===== src/hdl/ige_pkg.sv =====
// Shared types, constants and helpers for the influence game equilibrium check.
// Holds the item and result structs, lane control struct and weight saturation.
// No dependencies; every other file in hdl/ refers to this package by scoped names.
package ige_pkg;

  localparam int MAX_NODES   = 64;
  localparam int WEIGHT_BITS = 16;

  localparam int NODE_BITS = (MAX_NODES > 1) ? $clog2(MAX_NODES) : 1;
  localparam int CNT_BITS  = NODE_BITS + 1;
  localparam int LANES     = 1 << NODE_BITS;
  // Lane read register, lane term register, then one register per tree level.
  localparam int LAT       = 2 + NODE_BITS;
  localparam int BASE_BITS = (WEIGHT_BITS > 16) ? WEIGHT_BITS : 16;
  localparam int SUM_BITS  = BASE_BITS + NODE_BITS + 1;

  localparam logic [1:0] CMD_WR_WEIGHT = 2'd0;
  localparam logic [1:0] CMD_WR_THRESH = 2'd1;
  localparam logic [1:0] CMD_CHECK     = 2'd2;

  typedef logic signed [WEIGHT_BITS-1:0] weight_t;
  typedef logic signed [SUM_BITS-1:0]    sum_t;
  typedef logic [NODE_BITS-1:0]          node_t;
  typedef logic [CNT_BITS-1:0]           count_t;

  typedef struct packed {
    logic [1:0]          cmd;
    logic [5:0]          source_node;
    logic [5:0]          target_node;
    logic signed [15:0]  value;
    logic [63:0]         strategy;
  } item_t;

  typedef struct packed {
    logic        is_equilibrium;
    logic [5:0]  violating_node;
    logic [31:0] equilibria_found;
  } result_t;

  typedef struct packed {
    logic    wr;
    logic    rd;
    logic    take;
    logic    act;
    node_t   addr;
    weight_t wdata;
  } lane_ctrl_t;

  typedef enum logic {
    ST_IDLE,
    ST_RUN
  } state_t;

  // Clamp a Q8.8 value into the signed weight range.
  function automatic weight_t sat_weight(input logic signed [15:0] v);
    logic signed [32:0] wide;
    logic signed [32:0] hi;
    logic signed [32:0] lo;
    wide = {{17{v[15]}}, v};
    hi   = (33'sd1 <<< (WEIGHT_BITS - 1)) - 33'sd1;
    lo   = -hi - 33'sd1;
    if (wide > hi) begin
      return hi[WEIGHT_BITS-1:0];
    end else if (wide < lo) begin
      return lo[WEIGHT_BITS-1:0];
    end else begin
      return wide[WEIGHT_BITS-1:0];
    end
  endfunction

endpackage


===== src/hdl/ige_merge.sv =====
// Registered adder tree that merges the lane terms into one node's weighted sum.
// Depends on ige_pkg for the sum type and the lane count.
// One register per tree level.
module ige_merge (
  input  logic                                  clk,
  input  ige_pkg::sum_t [ige_pkg::LANES-1:0]    terms,
  output ige_pkg::sum_t                         total
);

  // Heap layout: acc[1] is the root, children of k are 2k and 2k+1;
  // indices at or above LANES are the lane terms themselves.
  ige_pkg::sum_t acc [1:ige_pkg::LANES-1];

  for (genvar k = 1; k < ige_pkg::LANES; k++) begin : g_node
    ige_pkg::sum_t left;
    ige_pkg::sum_t right;
    if (2 * k >= ige_pkg::LANES) begin : g_leaf
      assign left  = terms[2 * k - ige_pkg::LANES];
      assign right = terms[2 * k + 1 - ige_pkg::LANES];
    end else begin : g_inner
      assign left  = acc[2 * k];
      assign right = acc[2 * k + 1];
    end
    always_ff @(posedge clk) begin
      acc[k] <= left + right;
    end
  end

  assign total = acc[1];

endmodule


===== config.mk =====
export PLATFORM = sky130hd
export DESIGN_NAME = ige_merge
export DESIGN_NICKNAME = d
export VERILOG_FILES = /design/src/hdl/ige_pkg.sv /design/src/hdl/ige_merge.sv
export SDC_FILE = /design/constraint.sdc
export NUM_CORES = 2
export LEC_CHECK = 0
export BUFFER_PORTS_ARGS = -buffer_cell sky130_fd_sc_hd__buf_2
export CORE_AREA = 10 10 570 572
export CTS_CLUSTER_SIZE = 12
export DETAILED_ROUTE_END_ITERATION = 10
export DIE_AREA = 0 0 580 582
export PLACE_DENSITY = 0.58
export SYNTH_ARGS = -nofsm -noshare
export SYNTH_HDL_FRONTEND = slang
export SYNTH_SLANG_ARGS = --single-unit

===== constraint.sdc =====
create_clock -name clk -period 4.4 [get_ports clk]
set_input_delay 0.66 -clock clk [delete_from_list [all_inputs] [get_ports clk]]
set_output_delay 0.66 -clock clk [all_outputs]
set_load 0.02 [all_outputs]

* After elaboration in Yosys (flattened, before gate mapping)
Memory sizes are Yosys's and may differ from the RTL's.
Index checks and enable logic that the tools add are counted.
W data, S select, Z words.
** Operators by class
- Add/subtract/negate cells :: 63
** Operators by type and width (count)
- $add A23 B23 Y23 :: 63
** Storage, ports and cells
- Register bits after elaboration :: 0
- RAM bits :: 1449
- Input bits :: 1473
- Output and inout port bits :: 23
- Logic and storage cells :: 64
- Memories kept :: 1
** Memories
- acc :: depth 63, width 23, read ports 63, clocked after Yosys merged registers in 0, wr ports 63, line ige_merge.sv:12 : ige_pkg::sum_t acc [1:ige_pkg::LANES-1];

* Depth between registers and ports, before layout
- Depth after elaboration :: 1
- Gate-level depth with buffers :: 12
- Mapped depth without buffers :: 12

* Worst setup path after synthesis
Ideal clock, no wire load.
- Path type :: input to register
- Start point :: input terms[598] in the netlist's numbering
- End point :: register, netlist name acc[1][319]
- Setup time :: 0.119 ns
- Data arrival time :: 2.879 ns
- Required time :: 4.281 ns
- Slack :: 1.403 ns
- Stages :: 12
- Buffers on the path :: 0
- Cell sequence :: ha_1 inv_1 fa_1 nor2b_1 o2111ai_1 and4_1 o31ai_1 a31oi_1 o21ai_0 a21o_1 a21oi_1 xnor2_1
** RTL lines
- start, declared :: line ige_merge.sv:6 : input ige_pkg::sum_t [ige_pkg::LANES-1:0] terms,

==> key figures <==
Critical path
  – Critical path launch point: acc[1][0]
  – WP data arrival: 4010 ps
  – CP Class: reg2reg
  – Worst r2r path cells: 12
  – Worst flop-to-flop path startpoint: acc[1][0]
  – CP endpoint: acc[0][388]
  – CP startpoint kind: flip-flop
  – Worst path required time: 5070 ps
  – Reg2Reg Capture Point: acc[0][388]
  – R2R Setup Slk: 1060 ps
  – CP Capture Type: flip-flop
  – Crit path max fanout: 4

Die
  – Die Wd: 580 um
  – Die Ht: 582 um
  – Die area: 338,000 sq um
  – Core area: 314,000 sq um
  – Initial cell density of the core: 29.6%
  – Boundary Pins: 1,496
  – Standard-cell rows: 206

Placement
  – Routability congestion estimate: 0.960
  – DP HPWL: 301,000 um
  – Placed insts: 15,700
  – # port buffers: 1,495
  – Post-DP Area: 105,000 sq um

Finish
  – Largest registers: acc (1449)
  – FF/Latch Area: 29,000 sq um
  – Post-layout net count: 14,600
  – Multi-input gate area: 61,800 sq um
  – Fin cells: 16,000
  – Max FFs per register: 1,449
  – Share of cells above drive strength 1: 16.2%
  – Area Growth Syn to Fin: 20.3%
  – Fin util: 35.6%
  – Register name with the most flops: acc
  – # fillers: 32,200
  – Post-layout instance area: 112,000 sq um

Power and ir drop
  – Power Dens Cells: 714 nW/um^2
  – Worst vdd ir: 390 uV
  – Pwr Total: 79.6 mW
  – Leakage power: 52.6 nW

STA
  – Fin crit share: 75.9%
  – Slew @ Worst Pin: 1020 ps
  – Peak Freq: 299 MHz
  – Slew headroom: 31.3%
  – RSZ-0062 raised after global routing: no
  – Setup Viol. Count Final: 0
  – Final Hold Fails: 0
  – Worst Skew: 62.4 ps
  – Max-slew violation count: 0
  – Fin crit period: 3340 ps
  – TNS Setup: 0 ps

Detailed routing
  – Initial DRT Pass Iterations: 6
  – Routed wire length per instance: 21.8 um
  – DRT iter0 DRCs: 4,632
  – Vias: 79,500
  – Vias per inst: 4.95
  – Post-route ant nets: 0
  – Final Routed Wirelength: 349,000 um
  – DRC: 0

Synthesis
  – Post-synth top cells: 1,449 x dfxtp_1, 1,386 x ha_1, 1,035 x a21oi_1
  – Syn_nets: 13,000
  – Post-Syn Instances: 10,100
  – Area contributors post-synth: dfxtp_1 31%, ha_1 19%, xnor2_1 8.4%
  – Post-Syn Area: 92,800 sq um
  – Predominant post-synthesis flop cell: dfxtp_1
  – Synth warn: 0
  – Post-synth EDFFs: 0
  – Most common cell in the netlist: dfxtp_1
  – Average footprint of a synthesized cell: 9.21 sq um
  – #FFs+latches synth: 1,449
  – Synth unique cells: 94
  – Post-synth top area share: 31.3%
  – Area leader, netlist: dfxtp_1
  – Asr flop ratio synth: 0%
  – Register area share after synthesis: 31.3%

Clock tree
  – Worst skew pair latency: 870 ps
  – Clock transition at path regs: 60 ps
  – Clock sink total: 1,449
  – Clk buf depth: 4
  – Post-CTS setup buffer count: 0
  – Root Driver: clkbuf_16
  – H-tree depth: 4
  – CTS tree: built
  – Post_cts resized: 0
  – Inserted Clock Buffers: 177

GRT
  – Global-route wire length before repair: 506,000 um
  – Overflow after GRT: 0
  – Vias in the first global route: 78,200
  – Overall Global Routing Usage: 19.6%
  – Largest net degree at the start of global routing: 14
  – Initial antenna violation count: 97

Hold path
  – HP Class: in2reg

Job
  – Max Cap Viol: 0

Outcome
  – Status: finished, final reports clean
-- area by class of cell --
cell class,instances,area share (%)
Timing Repair Buffer,1530,7.01
Clock inverter,84,1.04
Clock buffer,224,4.43
Antenna cell,43,0.0964
Inverter,423,1.42
Multi-Input combinational cell,8125,55.4
Tap cell,4160,4.66
Sequential cell,1449,26.0
-- power breakdown --
group	leakage [nW]	internal [mW]	switching, mW	total [mW]
clock	2.99	9.21	6.09	15.3
combinational	37.4	18.4	23.7	42.1
sequential	12.2	18.8	3.50	22.3
total	52.6	46.4	33.3	79.6
-- timing repair --
item                                    in CTS  in global routing
endpoints found under the setup margin       0                  0
hold endpoints to repair                    15                  0
hold buffers                                26                  0
-- layer usage --
metal / vias up / GRT usage [%] / routed length, um
met3: 452 / 4.05 / 20000
met4: 34 / 5.26 / 10400
li1: 40100 / - / -
met5: - / 0 / 212
met2: 2195 / 34.0 / 165000
met1: 36700 / 24.5 / 153000
-- worst min path at each step --
stage / to / startpoint / cells past startpoint / slack [ps]
2_1_floorplan: acc[0][115] / acc[0][253] / 1 / 420
3_5_place_dp: acc[0][230] / acc[0][483] / 1 / 430
4_1_cts: acc[1][23] / terms[46] / 2 / 1
6_report: acc[1][23] / terms[46] / 2 / 90
5_1_grt: acc[1][644] / terms[1288] / 2 / 30
3_3_place_gp: acc[0][552] / acc[1][391] / 1 / 440
-- placed cells by master (no fill, tap or decap), types with 22 or more instances in the layout --
master         instances
xor2_1               387
buf_2               1495
dlygate4sd3_1         26
clkbuf_16            180
dfxtp_1             1449
nor2b_1              187
a311oi_1              24
nor2_1               558
or3_1                 75
a31oi_1              133
a21o_1               713
nand2_1              349
and3_1                87
xnor2_1              892
or2_2                 22
a31o_2                39
nand3_1              174
inv_1                423
nand4_1              128
nor3b_1               23
o31ai_1               58
nor3_1               208
a2111oi_0             24
and4_1                48
ha_1                1386
a21oi_1             1035
fa_1                  63
diode_2               43
and2_1                46
clkbuf_8              27
clkinv_2              31
o21ai_1               36
o31a_1                48
nand2b_1             149
o21ai_0              550
nor4_1                25
o21bai_1              83
a221o_1               26
o21a_1               196
a211oi_1              52
-- kinds of logic after synthesis --
group / share of synthesized area, %
adder cells (fa/ha/maj): 20.1
XOR/XNOR: 12.1
buffers and inverters: 2.12
flip-flops: 31.3
multiplexers: 0.0648
AND/OR/NAND/NOR: 11.5
AO/OA/AOI/OAI: 22.9
-- critical path: stages, from the launching register on --
cell and delay [ps]:
dfxtp_1 310, ha_1 200, inv_1 70, fa_1 400, nor2b_1 170, o2111ai_1 140
and4_1 200, o31ai_1 430, a31oi_1 270, o21ai_0 320, a21o_1 170, a21oi_1 70
xnor2_1 440
-- stage by stage --
step	hold WS (ps)	setup slack, ps
floorplan	420	1400
global placement	438	238
detailed placement	430	313
CTS	0.981	1130
global route	27.1	784
finish	90.8	1060
(Power assumes the default switching activity.)
