<file path="config.mk">
export PLATFORM = sky130hd
export DESIGN_NAME = ige_lane
export DESIGN_NICKNAME = d
export VERILOG_FILES = /design/src/hdl/ige_pkg.sv /design/src/hdl/ige_lane.sv
export SDC_FILE = /design/constraint.sdc
export NUM_CORES = 1
export LEC_CHECK = 0
export ABC_AREA = 0
export BUFFER_PORTS_ARGS = -buffer_cell sky130_fd_sc_hd__buf_2
export CORE_MARGIN = 5
export CORE_UTILIZATION = 30
export CTS_CLUSTER_SIZE = 25
export DETAILED_ROUTE_END_ITERATION = 16
export PLACE_DENSITY = 0.42
export SYNTH_ARGS = -nofsm -noshare
export SYNTH_HDL_FRONTEND = slang
export SYNTH_SLANG_ARGS = --single-unit
export TNS_END_PERCENT = 1
</file>
<file path="constraint.sdc">
create_clock -name clk -period 2.4 [get_ports clk]
set_input_delay 0 -clock clk [delete_from_list [all_inputs] [get_ports clk]]
set_output_delay 0 -clock clk [all_outputs]
set_load 0.02 [all_outputs]
</file>
<file path="src/hdl/ige_pkg.sv">
// Shared types, constants and helpers for the influence game equilibrium check.
// Holds the item and result structs, lane control struct and weight saturation.
// No dependencies; every other file in hdl/ refers to this package by scoped names.
package ige_pkg;

  localparam int MAX_NODES   = 64;
  localparam int WEIGHT_BITS = 16;

  localparam int NODE_BITS = (MAX_NODES > 1) ? $clog2(MAX_NODES) : 1;
  localparam int CNT_BITS  = NODE_BITS + 1;
  localparam int LANES     = 1 << NODE_BITS;
  // Lane read register, lane term register, then one register per tree level.
  localparam int LAT       = 2 + NODE_BITS;
  localparam int BASE_BITS = (WEIGHT_BITS > 16) ? WEIGHT_BITS : 16;
  localparam int SUM_BITS  = BASE_BITS + NODE_BITS + 1;

  localparam logic [1:0] CMD_WR_WEIGHT = 2'd0;
  localparam logic [1:0] CMD_WR_THRESH = 2'd1;
  localparam logic [1:0] CMD_CHECK     = 2'd2;

  typedef logic signed [WEIGHT_BITS-1:0] weight_t;
  typedef logic signed [SUM_BITS-1:0]    sum_t;
  typedef logic [NODE_BITS-1:0]          node_t;
  typedef logic [CNT_BITS-1:0]           count_t;

  typedef struct packed {
    logic [1:0]          cmd;
    logic [5:0]          source_node;
    logic [5:0]          target_node;
    logic signed [15:0]  value;
    logic [63:0]         strategy;
  } item_t;

  typedef struct packed {
    logic        is_equilibrium;
    logic [5:0]  violating_node;
    logic [31:0] equilibria_found;
  } result_t;

  typedef struct packed {
    logic    wr;
    logic    rd;
    logic    take;
    logic    act;
    node_t   addr;
    weight_t wdata;
  } lane_ctrl_t;

  typedef enum logic {
    ST_IDLE,
    ST_RUN
  } state_t;

  // Clamp a Q8.8 value into the signed weight range.
  function automatic weight_t sat_weight(input logic signed [15:0] v);
    logic signed [32:0] wide;
    logic signed [32:0] hi;
    logic signed [32:0] lo;
    wide = {{17{v[15]}}, v};
    hi   = (33'sd1 <<< (WEIGHT_BITS - 1)) - 33'sd1;
    lo   = -hi - 33'sd1;
    if (wide > hi) begin
      return hi[WEIGHT_BITS-1:0];
    end else if (wide < lo) begin
      return lo[WEIGHT_BITS-1:0];
    end else begin
      return wide[WEIGHT_BITS-1:0];
    end
  endfunction

endpackage

</file>
<file path="src/hdl/ige_lane.sv">
// One source-node lane: a column of the weight matrix and the signed term it adds.
// Depends on ige_pkg for the lane control struct, weight and sum types.
// Read data and the term are both registered.
module ige_lane (
  input  logic                clk,
  input  ige_pkg::lane_ctrl_t ctrl,
  output ige_pkg::sum_t       term
);

  ige_pkg::weight_t mem [ige_pkg::MAX_NODES];
  ige_pkg::weight_t rdata;
  logic             take_q;
  logic             act_q;
  ige_pkg::sum_t    wext;

  always_ff @(posedge clk) begin
    if (ctrl.wr) begin
      mem[ctrl.addr] <= ctrl.wdata;
    end
    if (ctrl.rd) begin
      rdata <= mem[ctrl.addr];
    end
    take_q <= ctrl.take;
    act_q  <= ctrl.act;
  end

  assign wext = ige_pkg::SUM_BITS'(rdata);

  // Add the weight for +1, subtract it for -1, drop it for self or inactive nodes.
  always_ff @(posedge clk) begin
    if (!take_q) begin
      term <= '0;
    end else if (act_q) begin
      term <= wext;
    end else begin
      term <= -wext;
    end
  end

endmodule

</file>
### After elaboration in Yosys (flattened, before gate mapping)

Memory sizes are Yosys's and may differ from the RTL's. A register that Yosys moved wholly into a read port is not among the register bits.
Index checks and enable logic that the tools add are counted.

* $add $sub $neg: 1
* $mul: 0
* div/mod/pow operators: 0
* $lt $le $gt $ge: 0
* equal/unequal tests: 0
* shifts and indexed selects: 0
* multiplexer cells: 3
* bitwise gates (word level): 0
* reductions and logical operators: 0

Operator list (number)
* 23-bit 2-to-1 mux: 1
* 16-bit negator with 23-bit output: 1
* 1-bit 2-to-1 mux: 2

* flip-flop bits (word level): 25
* bits in latches: 0
* RAM bits: 1024
* bits in read-only memories: 0
* bits of input ports: 27
* output and inout port bits: 23
* logic and storage cells: 8
* memories kept: 1

Memory list
* mem: depth 64, width 16, read ports 1, clocked after Yosys merged registers in 1, write ports 1, RTL line ige_lane.sv:10 `ige_pkg::weight_t mem [ige_pkg::MAX_NODES];`

### Longest topological paths before layout

* word-level depth: 2
* mapped depth: 10
* gate-level depth less buffers: 8

### Least setup slack after synthesis

No wires, ideal clock.

* kind: input to register
* start: input port ctrl[16] in the netlist's numbering
* end: memory mem[14][0] in the netlist's numbering (enable)
* arrival: 1.977 ns
* required time: 2.011 ns
* setup slack: 0.034 ns
* cell stages on the path: 7
* buffers on the path: 4
* cell sequence: buf_4 > nor2b_1 > buf_2 > buf_1 > clkbuf_1 > nand3_1 > nor2_1

RTL lines
* from (decl): RTL line ige_lane.sv:6 `input ige_pkg::lane_ctrl_t ctrl,`
* to (decl): RTL line ige_lane.sv:10

Straight into the memory's write port.

==> qor.csv <==
metric,value,unit
outcome,"finished, violations left",
violations,setup timing,
dp.cells,4317,
row_count,135,
ir_drop,0.000528,V
synth-main-ff-cell,edfxtp_1,
tritoncts,yes,
io_buffer_count,49,
fin_cells,4552,
grt_start_max_net_pins,65,
fin_skew,0.0254,ns
ys_types,57,
root_buffer,clkbuf_16,
reg2reg_slack,-0.12,ns
cp_max_fo,1,
fin_crit_sh,105,%
avgSynthCellArea,17.6,um2
synth_top_family_by_area,compound AO/OA/AOI/OAI gates,
synth_top_area_share,76.7,%
synthSimpleGateAreaFrac,3.14,%
coreArea,135000,um2
die_w,378,um
wl,129,mm
synth_fa_ha_area_share,0.0307,%
drive_gt1_share,24.4,%
cp.required,2.85,ns
ys_warn_count,0,
crit_path_start,mem[3][4]$_DFFE_PP_,
clk_latency,0.72,ns
leakage,16.2,nW
setup_ws,-0.117,ns
ant_nets,0,
p_total,40.9,mW
cp-start-kind,register,
yosysTopAreaCell,edfxtp_1,
drt_pass1_iterations,5,
rsz0062_at_grt,true,
critical_path_class,register to register,
synthXorXnorAreaFrac,0.172,%
synth_cells,2320,
drt_iter0_drc,2296,
synth_area_leaders,"edfxtp_1, a22oi_1, mux4_2",
drc_errors,0,
ys_seq_area_share,77.9,%
switchingPower,9.11,mW
synth_mux_area_share,5.42,%
finalSetupViolCount,4,
vias,23600,
die-area,143000,um2
cts_buffer_depth,3,
grt_use_total,17.9,%
p_per_area,819,nW/um2
layout-area-overhead-vs-synth,22.6,%
p_int,31.8,mW
synth_compound_area_share,11.3,%
synth_edf_count,1040,
slew_violations,0,
synthesis.area,40700,um2
yosysMostFrequentCell,edfxtp_1,
endpoint_kind,register,
synth-seq-cells,1065,
endpoint,rdata[4]$_DFFE_PP_,
critPathArrivalTime,2.96,ns
fin_crit,2.52,ns
max-slew-margin-rel,36.0,%
final_nets,2702,
grt_pass1_vias,24000,
io_pins,50,
path_clk_slew,0.06,ns
p_comb_share,6.5,%
seq_area,31700,um2
drv_cap,0,
pwr-share-clk,42.8,%
start_util,30.1,%
cts-htree-levels,3,
gp_congestion,0.800,
synth.net_count,2348,
async_flop_share,0,%
nFillCells,12600,
multi_input_area,8270,um2
r2r-start,mem[3][4]$_DFFE_PP_,
viasPerCell,5.19,
clock_sinks,1065,
dp_hpwl,84.7,mm
grt-ovfl-total,0,
antenna_found_initial,7,
die_y,378,um
numCtsBuffers,114,
p_sw_share,22.3,%
power_frac_seq,50.7,%
hold_class,input pin to register,
grt_pass1_wl,183,mm
avgRoutedWirePerCell,28.4,um
r2r_cells,5,
synthTopCellsByCount,"edfxtp_1, a22oi_1, nor2_1",
reg2reg_to,rdata[4]$_DFFE_PP_,
clock.fmax,397,MHz
timing.final.hold_violations,0,
tightest_slew,0.960,ns
-- registers in the layout (all words and copies together), names as in the netlist --
register  count
mem        1024
take_q        1
rdata        16
term         23
act_q         1
-- per-stage QoR --
| stage | instance area, um2 | setup slack, ns | hold slack (ns) | setup TNS [ns] | util [%] |
|---|---|---|---|---|---|
| 6_report | 49900 | -0.117 | 0.00986 | -0.282 | 36.9 |
| 5_1_grt | 49900 | -0.141 | 0.00372 | -0.717 | 36.9 |
| 4_1_cts | 49900 | -0.0666 | 0.0000425 | -0.145 | 36.9 |
| 3_5_place_dp | 45900 | -0.349 | 0.115 | -2.44 | 34.0 |
| 3_3_place_gp | 45900 | -0.341 | 0.112 | -2.21 | 34.0 |
| 2_1_floorplan | 40700 | 0.0342 | 0.0277 | 0 | - |
-- logic make-up (layout without fill, tap and decap cells) --
| logic type | Yosys count | count (layout) |
|---|---|---|
| DFF | 1065 | 1065 |
| AOI/OAI and AO/OA | 631 | 631 |
| and+or+nand+nor | 277 | 277 |
| buffers and inverters | 174 | 624 |
| muxes | 164 | 164 |
| xor gates and xnor gates | 8 | 8 |
| adders and majority gates | 1 | 1 |
| other | 0 | 1 |
-- layer usage --
metal	routed length, um	GRT usage, %
met1	57200	24.7
met2	60200	28.6
met3	8410	4.10
met4	3530	4.88
met5	0	0
-- power groups by stage --
| stage | registers, mW | logic (mW) | clock network, mW |
|---|---|---|---|
| after floorplan | 21.1 | 1.08 | 0 |
| after global placement | 21.1 | 2.64 | 0 |
| after detailed placement | 21.1 | 2.66 | 0 |
| after CTS | 20.7 | 2.70 | 17.9 |
| after global routing | 20.7 | 2.84 | 18.7 |
| final | 20.7 | 2.68 | 17.5 |
-- layout by cell type, fill, tap and decap left out, types with 7 or more instances in the layout --
cell type      instances
edfxtp_1            1040
buf_4                262
a22oi_1              173
nor2_1               121
clkbuf_16            116
a21oi_1               98
a221oi_1              82
buf_12                75
mux2i_1               71
nand2_1               51
o21ai_0               51
o22ai_1               47
mux2_2                47
buf_2                 46
a22o_1                39
mux4_2                38
o211ai_1              37
a221o_1               27
dfxtp_1               25
clkinv_1              25
dlygate4sd3_1         21
a222oi_1              20
clkinv_2              20
clkbuf_1              18
nor3_1                15
o221ai_1              14
nand3_1               12
and2_1                11
bufinv_16             11
or4_1                 10
nor2b_1               10
and3_1                 8
a211oi_1               8
o21a_1                 7
xor2_1                 7
-- repair_timing --
item	in CTS	in global routing
setup buffers	1	0
endpoints found under the hold margin	578	0
gates resized for setup	3	5
hold buffers	21	0
endpoints found under the setup margin	10	12
pin swaps	5	1
-- how the worst min path moves through the flow --
stage                        start                    to  slack, ns  depth (start not counted)
after floorplan           ctrl[22]         act_q$_DFF_P_       0.03                          0
after global placement    ctrl[23]        take_q$_DFF_P_       0.11                          1
after detailed placement  ctrl[22]         act_q$_DFF_P_       0.12                          1
after CTS                  ctrl[2]  mem[28][2]$_DFFE_PP_    0.00004                          2
after global routing       ctrl[3]  mem[51][3]$_DFFE_PP_      0.004                          2
final                      ctrl[2]  mem[28][2]$_DFFE_PP_       0.01                          2
-- worst max-delay path, cell delays in order (launching register included) --
cell	delay, ns
edfxtp_1	0.36
mux2_4	0.27
a221o_1	0.30
a222oi_1	0.64
o22ai_1	0.14
or4_1	0.53
-- cell type report --
cell class / count / area share [%]
Sequential cell: 1065 / 63.6
Multi-Input combinational cell: 1081 / 16.6
Timing Repair Buffer: 407 / 7.91
Clock buffer: 142 / 6.12
Tap cell: 1781 / 4.46
Clock inverter: 70 / 1.32
Inverter: 5 / 0.0376
Antenna cell: 1 / 0.00501
No activity file was read; power rests on OpenSTA's default activity.
